### config.mk
export PLATFORM = sky130hd
export DESIGN_NAME = pbsp_ctrl
export DESIGN_NICKNAME = d
export VERILOG_FILES = /design/src/pbsp_pkg.sv /design/src/pbsp_ctrl.sv
export SDC_FILE = /design/constraint.sdc
export NUM_CORES = 1
export LEC_CHECK = 0
export BUFFER_PORTS_ARGS = -buffer_cell sky130_fd_sc_hd__buf_2
export CORE_MARGIN = 4
export CORE_UTILIZATION = 46
export CTS_BUF_LIST = sky130_fd_sc_hd__clkbuf_4
export DETAILED_ROUTE_END_ITERATION = 8
export PLACE_DENSITY_LB_ADDON = 0.25
export SLEW_MARGIN = 20
export SYNTH_ARGS = -nofsm -noshare
export SYNTH_HDL_FRONTEND = slang
export SYNTH_SLANG_ARGS = --single-unit
### constraint.sdc
create_clock -name clk -period 1.2 [get_ports clk]
set_input_delay 0.06 -clock clk [delete_from_list [all_inputs] [get_ports clk]]
set_output_delay 0.06 -clock clk [all_outputs]
set_load 0.03 [all_outputs]
### src/pbsp_pkg.sv
// Package with shared types, constants and codes for the periodic block shortest path core.
package pbsp_pkg;

  localparam int MAX_NODES  = 1024;
  localparam int MAX_EDGES  = 4096;
  localparam int MAX_PERIOD = 64;

  localparam int NODE_W     = 10;
  localparam int NODE_CNT_W = 11;
  localparam int EDGE_AW    = 12;
  localparam int EDGE_CNT_W = 13;
  localparam int SLOT_W     = 6;
  localparam int PER_W      = 7;
  localparam int MASK_W     = 64;
  localparam int DIST_W     = 17;
  localparam int OUT_DIST_W = 16;
  localparam int CFG_W      = 11;
  localparam int CFG_IDX_W  = 2;
  localparam int CNT_W      = 5;

  localparam logic [DIST_W-1:0] DIST_INF = {DIST_W{1'b1}};

  // Register indexes of the configuration port.
  localparam logic [CFG_IDX_W-1:0] CFG_NODE_COUNT = 2'd0;
  localparam logic [CFG_IDX_W-1:0] CFG_PERIOD     = 2'd1;

  // Input command codes.
  localparam logic [1:0] CMD_ADD   = 2'd0;
  localparam logic [1:0] CMD_BLOCK = 2'd1;
  localparam logic [1:0] CMD_QUERY = 2'd2;

  // Result status codes.
  localparam logic [1:0] ST_OK      = 2'd0;
  localparam logic [1:0] ST_FULL    = 2'd1;
  localparam logic [1:0] ST_UNREACH = 2'd2;

  typedef enum logic [3:0] {
    S_IDLE, S_FIND_RD, S_FIND_CMP, S_Q_CHK, S_INIT, S_SRC, S_SEL_RD, S_SEL_CMP,
    S_MOD, S_REL_RD, S_REL_EDGE, S_REL_NODE, S_WAIT, S_UPD, S_DONE
  } ctrl_state_t;

  typedef enum logic [4:0] {
    OP_NONE, OP_ACCEPT, OP_FIND_READ, OP_FIND_NEXT, OP_EDGE_APPEND, OP_EDGE_FULL,
    OP_MASK_CLEAR, OP_MASK_SET, OP_Q_BAD, OP_Q_START, OP_INIT_WRITE, OP_SRC_WRITE,
    OP_SEL_READ, OP_SEL_CMP, OP_SEL_NONE, OP_SETTLE, OP_MOD_STEP, OP_SEL_RESTART,
    OP_REL_READ, OP_REL_EDGE, OP_REL_SKIP, OP_REL_NODE, OP_WAIT_STEP, OP_WAIT_HIT,
    OP_UPDATE, OP_EMIT
  } dp_op_t;

  typedef struct packed {
    dp_op_t op;
  } ctrl_cmd_t;

  typedef struct packed {
    logic [1:0] cmd_code;
    logic       find_end;
    logic       full;
    logic       ends_match;
    logic       q_bad;
    logic       init_last;
    logic       sel_end;
    logic       found;
    logic       u_is_dst;
    logic       mod_last;
    logic       rel_end;
    logic       edge_hit;
    logic       v_settled;
    logic       slot_free;
    logic       wait_last;
    logic       out_busy;
  } dp_stat_t;

endpackage

### src/pbsp_ctrl.sv
// Controller state machine that sequences edge loading and the query search.
module pbsp_ctrl (
  input  logic                 clk,
  input  logic                 rst_n,
  input  logic                 in_valid,
  output logic                 in_ready,
  input  pbsp_pkg::dp_stat_t   stat,
  output pbsp_pkg::ctrl_cmd_t  cmd
);

  pbsp_pkg::ctrl_state_t state_r, state_nxt;

  // State register.
  always_ff @(posedge clk) begin
    if (!rst_n) begin
      state_r <= pbsp_pkg::S_IDLE;
    end else begin
      state_r <= state_nxt;
    end
  end

  // Next state.
  always_comb begin
    state_nxt = state_r;
    unique case (state_r)
      pbsp_pkg::S_IDLE: begin
        if (in_valid) begin
          state_nxt = pbsp_pkg::S_FIND_RD;
        end
      end
      pbsp_pkg::S_FIND_RD: begin
        if (stat.cmd_code == pbsp_pkg::CMD_QUERY) begin
          state_nxt = pbsp_pkg::S_Q_CHK;
        end else if (stat.cmd_code != pbsp_pkg::CMD_ADD &&
                     stat.cmd_code != pbsp_pkg::CMD_BLOCK) begin
          state_nxt = pbsp_pkg::S_DONE;
        end else if (stat.find_end) begin
          state_nxt = pbsp_pkg::S_DONE;
        end else begin
          state_nxt = pbsp_pkg::S_FIND_CMP;
        end
      end
      pbsp_pkg::S_FIND_CMP: begin
        state_nxt = stat.ends_match ? pbsp_pkg::S_DONE : pbsp_pkg::S_FIND_RD;
      end
      pbsp_pkg::S_Q_CHK: begin
        state_nxt = stat.q_bad ? pbsp_pkg::S_DONE : pbsp_pkg::S_INIT;
      end
      pbsp_pkg::S_INIT: begin
        if (stat.init_last) begin
          state_nxt = pbsp_pkg::S_SRC;
        end
      end
      pbsp_pkg::S_SRC: begin
        state_nxt = pbsp_pkg::S_SEL_RD;
      end
      pbsp_pkg::S_SEL_RD: begin
        if (!stat.sel_end) begin
          state_nxt = pbsp_pkg::S_SEL_CMP;
        end else if (!stat.found || stat.u_is_dst) begin
          state_nxt = pbsp_pkg::S_DONE;
        end else begin
          state_nxt = pbsp_pkg::S_MOD;
        end
      end
      pbsp_pkg::S_SEL_CMP: begin
        state_nxt = pbsp_pkg::S_SEL_RD;
      end
      pbsp_pkg::S_MOD: begin
        if (stat.mod_last) begin
          state_nxt = pbsp_pkg::S_REL_RD;
        end
      end
      pbsp_pkg::S_REL_RD: begin
        state_nxt = stat.rel_end ? pbsp_pkg::S_SEL_RD : pbsp_pkg::S_REL_EDGE;
      end
      pbsp_pkg::S_REL_EDGE: begin
        state_nxt = stat.edge_hit ? pbsp_pkg::S_REL_NODE : pbsp_pkg::S_REL_RD;
      end
      pbsp_pkg::S_REL_NODE: begin
        state_nxt = stat.v_settled ? pbsp_pkg::S_REL_RD : pbsp_pkg::S_WAIT;
      end
      pbsp_pkg::S_WAIT: begin
        if (stat.slot_free) begin
          state_nxt = pbsp_pkg::S_UPD;
        end else if (stat.wait_last) begin
          state_nxt = pbsp_pkg::S_REL_RD;
        end
      end
      pbsp_pkg::S_UPD: begin
        state_nxt = pbsp_pkg::S_REL_RD;
      end
      pbsp_pkg::S_DONE: begin
        if (!stat.out_busy) begin
          state_nxt = pbsp_pkg::S_IDLE;
        end
      end
      default: state_nxt = pbsp_pkg::S_IDLE;
    endcase
  end

  // Outputs: handshake and datapath command.
  always_comb begin
    in_ready = (state_r == pbsp_pkg::S_IDLE);
    cmd.op   = pbsp_pkg::OP_NONE;
    unique case (state_r)
      pbsp_pkg::S_IDLE: begin
        if (in_valid) cmd.op = pbsp_pkg::OP_ACCEPT;
      end
      pbsp_pkg::S_FIND_RD: begin
        if (stat.cmd_code == pbsp_pkg::CMD_ADD || stat.cmd_code == pbsp_pkg::CMD_BLOCK) begin
          if (!stat.find_end) begin
            cmd.op = pbsp_pkg::OP_FIND_READ;
          end else if (stat.cmd_code == pbsp_pkg::CMD_ADD) begin
            cmd.op = stat.full ? pbsp_pkg::OP_EDGE_FULL : pbsp_pkg::OP_EDGE_APPEND;
          end
        end
      end
      pbsp_pkg::S_FIND_CMP: begin
        if (!stat.ends_match) begin
          cmd.op = pbsp_pkg::OP_FIND_NEXT;
        end else if (stat.cmd_code == pbsp_pkg::CMD_ADD) begin
          cmd.op = pbsp_pkg::OP_MASK_CLEAR;
        end else begin
          cmd.op = pbsp_pkg::OP_MASK_SET;
        end
      end
      pbsp_pkg::S_Q_CHK: begin
        cmd.op = stat.q_bad ? pbsp_pkg::OP_Q_BAD : pbsp_pkg::OP_Q_START;
      end
      pbsp_pkg::S_INIT:    cmd.op = pbsp_pkg::OP_INIT_WRITE;
      pbsp_pkg::S_SRC:     cmd.op = pbsp_pkg::OP_SRC_WRITE;
      pbsp_pkg::S_SEL_RD: begin
        if (!stat.sel_end) begin
          cmd.op = pbsp_pkg::OP_SEL_READ;
        end else begin
          cmd.op = stat.found ? pbsp_pkg::OP_SETTLE : pbsp_pkg::OP_SEL_NONE;
        end
      end
      pbsp_pkg::S_SEL_CMP: cmd.op = pbsp_pkg::OP_SEL_CMP;
      pbsp_pkg::S_MOD:     cmd.op = pbsp_pkg::OP_MOD_STEP;
      pbsp_pkg::S_REL_RD: begin
        cmd.op = stat.rel_end ? pbsp_pkg::OP_SEL_RESTART : pbsp_pkg::OP_REL_READ;
      end
      pbsp_pkg::S_REL_EDGE: begin
        cmd.op = stat.edge_hit ? pbsp_pkg::OP_REL_EDGE : pbsp_pkg::OP_REL_SKIP;
      end
      pbsp_pkg::S_REL_NODE: begin
        cmd.op = stat.v_settled ? pbsp_pkg::OP_REL_SKIP : pbsp_pkg::OP_REL_NODE;
      end
      pbsp_pkg::S_WAIT: begin
        if (stat.slot_free) begin
          cmd.op = pbsp_pkg::OP_WAIT_HIT;
        end else if (stat.wait_last) begin
          cmd.op = pbsp_pkg::OP_REL_SKIP;
        end else begin
          cmd.op = pbsp_pkg::OP_WAIT_STEP;
        end
      end
      pbsp_pkg::S_UPD:     cmd.op = pbsp_pkg::OP_UPDATE;
      pbsp_pkg::S_DONE: begin
        if (!stat.out_busy) cmd.op = pbsp_pkg::OP_EMIT;
      end
      default: cmd.op = pbsp_pkg::OP_NONE;
    endcase
  end

endmodule

==> run summary, run 1 <==
setup total negative slack -> -3.77 ns
via/cell ratio -> 7.00
First DRT Iteration DRCs -> 104
Crit Path Max Fanout -> 8
Mapped Area -> 762 um2
main flop type after synthesis -> dfxtp_1
Slew Viols, Final -> 0
1st-pass router iterations -> 5
worst slew pin tran -> 0.348 ns
leakage -> 0.000636 uW
P&R area growth vs syn -> 93.9%
CP Class -> reg -> out
final setup margin -> -0.589 ns
Root Buffer -> clkbuf_4
post-synthesis instance total -> 105
WP data arrival -> 1.73 ns
Slew headroom -> 0.764
vias in the first global route -> 1128
Total Nets Final -> 185
clock sinks -> 4
Syn Nets -> 125
DRT antenna net count -> 0
Placement Rows -> 14
Final min period -> 1.79 ns
Fin Clk Skew -> 0.0239 ns
Synth async-reset ratio -> 0
Largest regs -> state_r: 4 flops
Vias -> 1267
Post-synth EDFFs -> 0
initial antenna violation count -> 1
period utilization -> 1.49
CTS clk-pin slew, worst paths -> 0.06 ns
PwrDens -> 2760 mW/mm2
CTS tree -> done
grt ovf -> 0
HP Class -> in -> reg
routed wire length -> 4420 um
CORE AREA -> 0.00154 mm2
status -> finished, violations left
register area share after synthesis -> 0.105
DR DRC count -> 0
first-pass GRT wire length -> 5640 um
Reg with most FFs -> state_r
Peak Freq -> 559 MHz
Die ar. -> 0.00237 mm2
Mean Syn Cell Area -> 7.26 um2
Setup Viol. Count Final -> 10
Worst-Skew Late Latency -> 0.27 ns
final hold viol count -> 0
largest net degree at the start of global routing -> 9
layout cells sized above 1 -> 0.659
commonest non-fill, non-tap cell in the layout -> buf_4
CTS HTree Levels -> 1
Die H -> 48.7 um
DP Wirelength -> 2050 um
Worst setup EP type -> output pin
non-filler instance count after layout -> 181
WL per Instance -> 24.4 um
WHS -> 0.119 ns
Max Cap Violations -> 0
CTS max path bufs -> 2
Ports -> 26
CTS buffer count -> 3
Worst VDD drop -> 1.97 mV
failing checks -> setup timing
Seq cells post-synth -> 4
Port Buf Inserts -> 25
Initial Utilization -> 0.494
cts hold-fix bufs -> 0
pre-CTS setup slack -> -0.301 ns
worst path required time -> 1.14 ns
post-synth cell types -> 45
crit start category -> register
RSZ-0062 raised after global routing -> true
Tot GR Track Use -> 0.298
commonest non-fill, non-tap cells in the layout -> buf_4 (24), buf_2 (19), buf_6 (17), nor2_1 (9), nand2_1 (7)
yosys warns -> 0
DIE WIDTH -> 48.7 um
Cells after DPL -> 162
max reg flops -> 4
routability cong. -> 0.872
## worst max-delay path, stage by stage (launching register included)
cell and delay, ns:
dfxtp_4 0.39, mux2_4 0.34, o22ai_1 0.29, nand2_2 0.10, o21ai_1 0.08, or3_1 0.14
buf_6 0.13
## routing by layer
metal	global-route usage	vias up	routed length, um
met5	0	-	0
met4	0.0942	0	348
met3	0.0429	43	532
met1	0.386	574	1620
li1	-	511	-
met2	0.502	139	1920
## cell type report
cell class / instances / area (um2)
antenna: 1 / 2.50
clock buffer: 4 / 30.0
fill: 38 / 63.8
inverter: 2 / 7.51
multi-input combinational: 90 / 786
sequential: 4 / 95.1
tap: 16 / 20.0
timing repair buffer: 64 / 537
## what timing repair did
item,in CTS,in global routing
pin swaps,13,16
endpoints found under the setup margin,10,10
resized for setup,39,19
buffers inserted,13,5
## where the power goes
group	leakage (uW)	internal [uW]	switching, uW
combinational	0.000582	1720	1760
clock	0.0000184	150	91.6
sequential	0.0000356	221	128
## worst paths after layout
path	from	slack, ns	cells after the start	endpoint
min reg2reg	state_r[2]	0.70	3	state_r[2]
min	rst_n	0.12	2	state_r[1]
max	state_r[0]	-0.59	6	cmd[0]
max reg2reg	state_r[2]	-0.39	7	state_r[3]
## through the flow
stage | power [uW] | area [um2] | utilization
global route | 4210 | 1480 | 0.959
global placement | 2630 | 1120 | 0.724
floorplan | 1910 | 841 | -
CTS | 3510 | 1380 | 0.896
finish | 4070 | 1480 | 0.959
detailed placement | 2660 | 1120 | 0.724
## cell families (layout without fill, tap and decap cells)
family,after synthesis,after routing,share of synthesized area
AO/OA/AOI/OAI,34,34,0.335
AND/OR/NAND/NOR,52,52,0.399
other,0,1,0
multiplexers,4,4,0.0640
flip-flops,4,4,0.105
buffers and inverters,11,70,0.0969
## cell usage after synthesis (3+ instances only)
| cell type | count | area share |
|---|---|---|
| nor2_1 | 10 | 0.049 |
| nand2_1 | 9 | 0.044 |
| o21ai_0 | 8 | 0.053 |
| nor2b_1 | 7 | 0.057 |
| a31oi_1 | 5 | 0.041 |
| buf_2 | 5 | 0.033 |
| nand3_1 | 5 | 0.033 |
| o22ai_1 | 5 | 0.041 |
| dfxtp_1 | 4 | 0.11 |
| buf_6 | 3 | 0.044 |
(Power assumes the default switching activity.)
==> inputs of run 2 (changes only) <==
--- a/config.mk
+++ b/config.mk
@@ -11,6 +11,7 @@
 export CTS_BUF_LIST = sky130_fd_sc_hd__clkbuf_4
 export DETAILED_ROUTE_END_ITERATION = 8
 export PLACE_DENSITY_LB_ADDON = 0.25
+export SKIP_LAST_GASP = 1
 export SLEW_MARGIN = 20
 export SYNTH_ARGS = -nofsm -noshare
 export SYNTH_HDL_FRONTEND = slang
==> run 2 against run 1 <==
Effect of this change: the run still ends with setup timing left; clock skew shrank 0.022 ns; global-route usage grew 0.23 points; flip-flop and latch count unchanged; first-iteration DRC count grew 37%; largest cell class unchanged; largest power group unchanged.
==> run summary, run 2 (synthesis gave the netlist of run 1 again) <==
DRT antenna net count -> 0 (unchanged)
Reg with most FFs -> state_r (unchanged)
Tot GR Track Use -> 0.301 (was 0.298)
DP Wirelength -> 2050 um (unchanged)
CTS buffer count -> 3 (unchanged)
1st-pass router iterations -> 6 (was 5)
CTS max path bufs -> 2 (unchanged)
Fin Clk Skew -> 0.00222 ns (was 0.0239 ns)
via/cell ratio -> 7.20 (was 7.00)
Die ar. -> 0.00237 mm2 (unchanged)
Root Buffer -> clkbuf_4 (unchanged)
worst path required time -> 1.14 ns (about the same)
DR DRC count -> 0 (unchanged)
final setup margin -> -0.594 ns (was -0.589 ns)
period utilization -> 1.50 (was 1.49)
RSZ-0062 raised after global routing -> true (unchanged)
Setup Viol. Count Final -> 10 (unchanged)
Die H -> 48.7 um (unchanged)
FILL cells -> 22 (was 38)
Total Nets Final -> 191 (was 185)
worst slew pin tran -> 0.436 ns (was 0.348 ns)
crit start category -> register (unchanged)
WP data arrival -> 1.73 ns (about the same)
commonest non-fill, non-tap cell in the layout -> buf_4 (unchanged)
Placement Rows -> 14 (unchanged)
largest net degree at the start of global routing -> 9 (unchanged)
switch share -> 0.487 (about the same)
Clock power frac -> 0.056 (was 0.059)
WHS -> 0.125 ns (was 0.119 ns)
r2r setup slk -> -0.57 ns (was -0.39 ns)
CP Class -> reg -> out (unchanged)
grt ovf -> 0 (unchanged)
CORE AREA -> 0.00154 mm2 (unchanged)
Worst setup EP type -> output pin (unchanged)
Internal -> 2110 uW (was 2090 uW)
cts hold-fix bufs -> 0 (unchanged)
commonest non-fill, non-tap cells in the layout -> buf_4 (30), buf_2 (19), buf_6 (17), nor2_1 (9), nand2_1 (7) (was buf_4 (24), buf_2 (19), buf_6 (17), nor2_1 (9), nand2_1 (7))
Reg power frac -> 0.082 (was 0.086)
Switch Pwr -> 2000 uW (was 1980 uW)
CTS HTree Levels -> 1 (unchanged)
routability cong. -> 0.872 (unchanged)
Worst-Skew Late Latency -> 0.25 ns (was 0.27 ns)
multi-input logic area -> 767 um2 (was 786 um2)
clock sinks -> 4 (unchanged)
Crit Path Max Fanout -> 6 (was 8)
Logic pwr share -> 0.862 (was 0.855)
Sequential Area -> 95.1 um2 (unchanged)
Vias -> 1340 (was 1267)
first-pass GRT wire length -> 5660 um (was 5640 um)
final hold viol count -> 0 (unchanged)
Initial Utilization -> 0.494 (unchanged)
CTS clk-pin slew, worst paths -> 0.05 ns (was 0.06 ns)
Final min period -> 1.79 ns (about the same)
Max Cap Violations -> 0 (unchanged)
Slew headroom -> 0.705 (was 0.764)
Worst VDD drop -> 1.76 mV (was 1.97 mV)
DIE WIDTH -> 48.7 um (unchanged)
leakage -> 0.000675 uW (was 0.000636 uW)
vias in the first global route -> 1169 (was 1128)
Port Buf Inserts -> 25 (unchanged)
Slew Viols, Final -> 0 (unchanged)
routed wire length -> 4740 um (was 4420 um)
HP Class -> in -> reg (unchanged)
Ports -> 26 (unchanged)
Peak Freq -> 557 MHz (was 559 MHz)
PwrDens -> 2740 mW/mm2 (was 2760 mW/mm2)
status -> finished, violations left (unchanged)
layout cells sized above 1 -> 0.659 (about the same)
initial antenna violation count -> 0 (was 1)
First DRT Iteration DRCs -> 142 (was 104)
P&R area growth vs syn -> 97.0% (was 93.9%)
failing checks -> setup timing (unchanged)
Pwr Total -> 4110 uW (was 4070 uW)
max reg flops -> 4 (unchanged)
CTS tree -> done (unchanged)
Largest regs -> state_r: 4 flops (unchanged)
WL per Instance -> 25.5 um (was 24.4 um)
Ant. Diodes -> 0 (was 1)
run 2: changes by cell type in the layout (fill, tap and decap cells not counted), sizes merged:
cell,delta
diode,-1
buf,+6
run 2: layer usage:
layer | GRT usage | vias up | share of wire | routed length [um]
li1 | - | 529 | - | -
met1 | 0.362 | 591 | 0.33 | 1550
met2 | 0.511 | 140 | 0.43 | 2060
met3 | 0.0613 | 80 | 0.12 | 581
met4 | 0.126 | 0 | 0.12 | 548
met5 | 0 | - | 0 | 0
run 2: area by class of cell:
cell class	count	area share
clock buffers	4	0.0200
inverters	2	0.00500
multi-input cells	90	0.511
flip-flops and latches	4	0.0633
well taps	16	0.0133
repair buffers	70	0.387
run 2: final timing paths:
| kind | cells past startpoint | endpoint | startpoint |
|---|---|---|---|
| worst max-delay path | 8 | cmd[0] | state_r[2] |
| worst min register to register | 3 | state_r[2] | state_r[2] |
| worst min-delay path | 2 | state_r[1] | rst_n |
| worst max register to register | 8 | state_r[2] | state_r[2] |
run 2: critical path, cell delays in order, from the launching register on:
cell and delay, ns:
dfxtp_4 0.36, buf_6 0.13, buf_4 0.15, nand2b_4 0.08, o22ai_1 0.09, nand2_2 0.09, o21ai_1 0.07, or3_1 0.35
buf_6 0.16
run 2: per-stage QoR:
| stage | cells | util | setup WS, ns | TNS [ns] | area (um2) |
|---|---|---|---|---|---|
| finish | 186 | 0.974 | -0.594 | -4.22 | 1500 |
| global route | 186 | 0.974 | -0.699 | -4.76 | 1500 |
| global placement | 162 | 0.724 | -0.318 | -1.72 | 1120 |
| floorplan | 105 | - | -0.221 | -1.23 | 841 |
| CTS | 178 | 0.889 | -0.438 | -2.74 | 1370 |
| detailed placement | 162 | 0.724 | -0.301 | -1.80 | 1120 |
run 2: what timing repair did:
action                                  CTS  global route
resized for setup                        38            17
buffers inserted                         13            10
pin swaps                                13            11
endpoints found under the hold margin     0             0
endpoints found under the setup margin   10            10
gates cloned                              0             0
run 2: power by group through the flow:
| stage | registers (uW) | clock network, uW | logic, uW |
|---|---|---|---|
| 6_report | 336 | 230 | 3550 |
| 5_1_grt | 342 | 246 | 3700 |
| 4_1_cts | 325 | 222 | 2930 |
| 3_5_place_dp | 302 | 0 | 2360 |
| 3_3_place_gp | 302 | 0 | 2320 |
| 2_1_floorplan | 243 | 0 | 1670 |
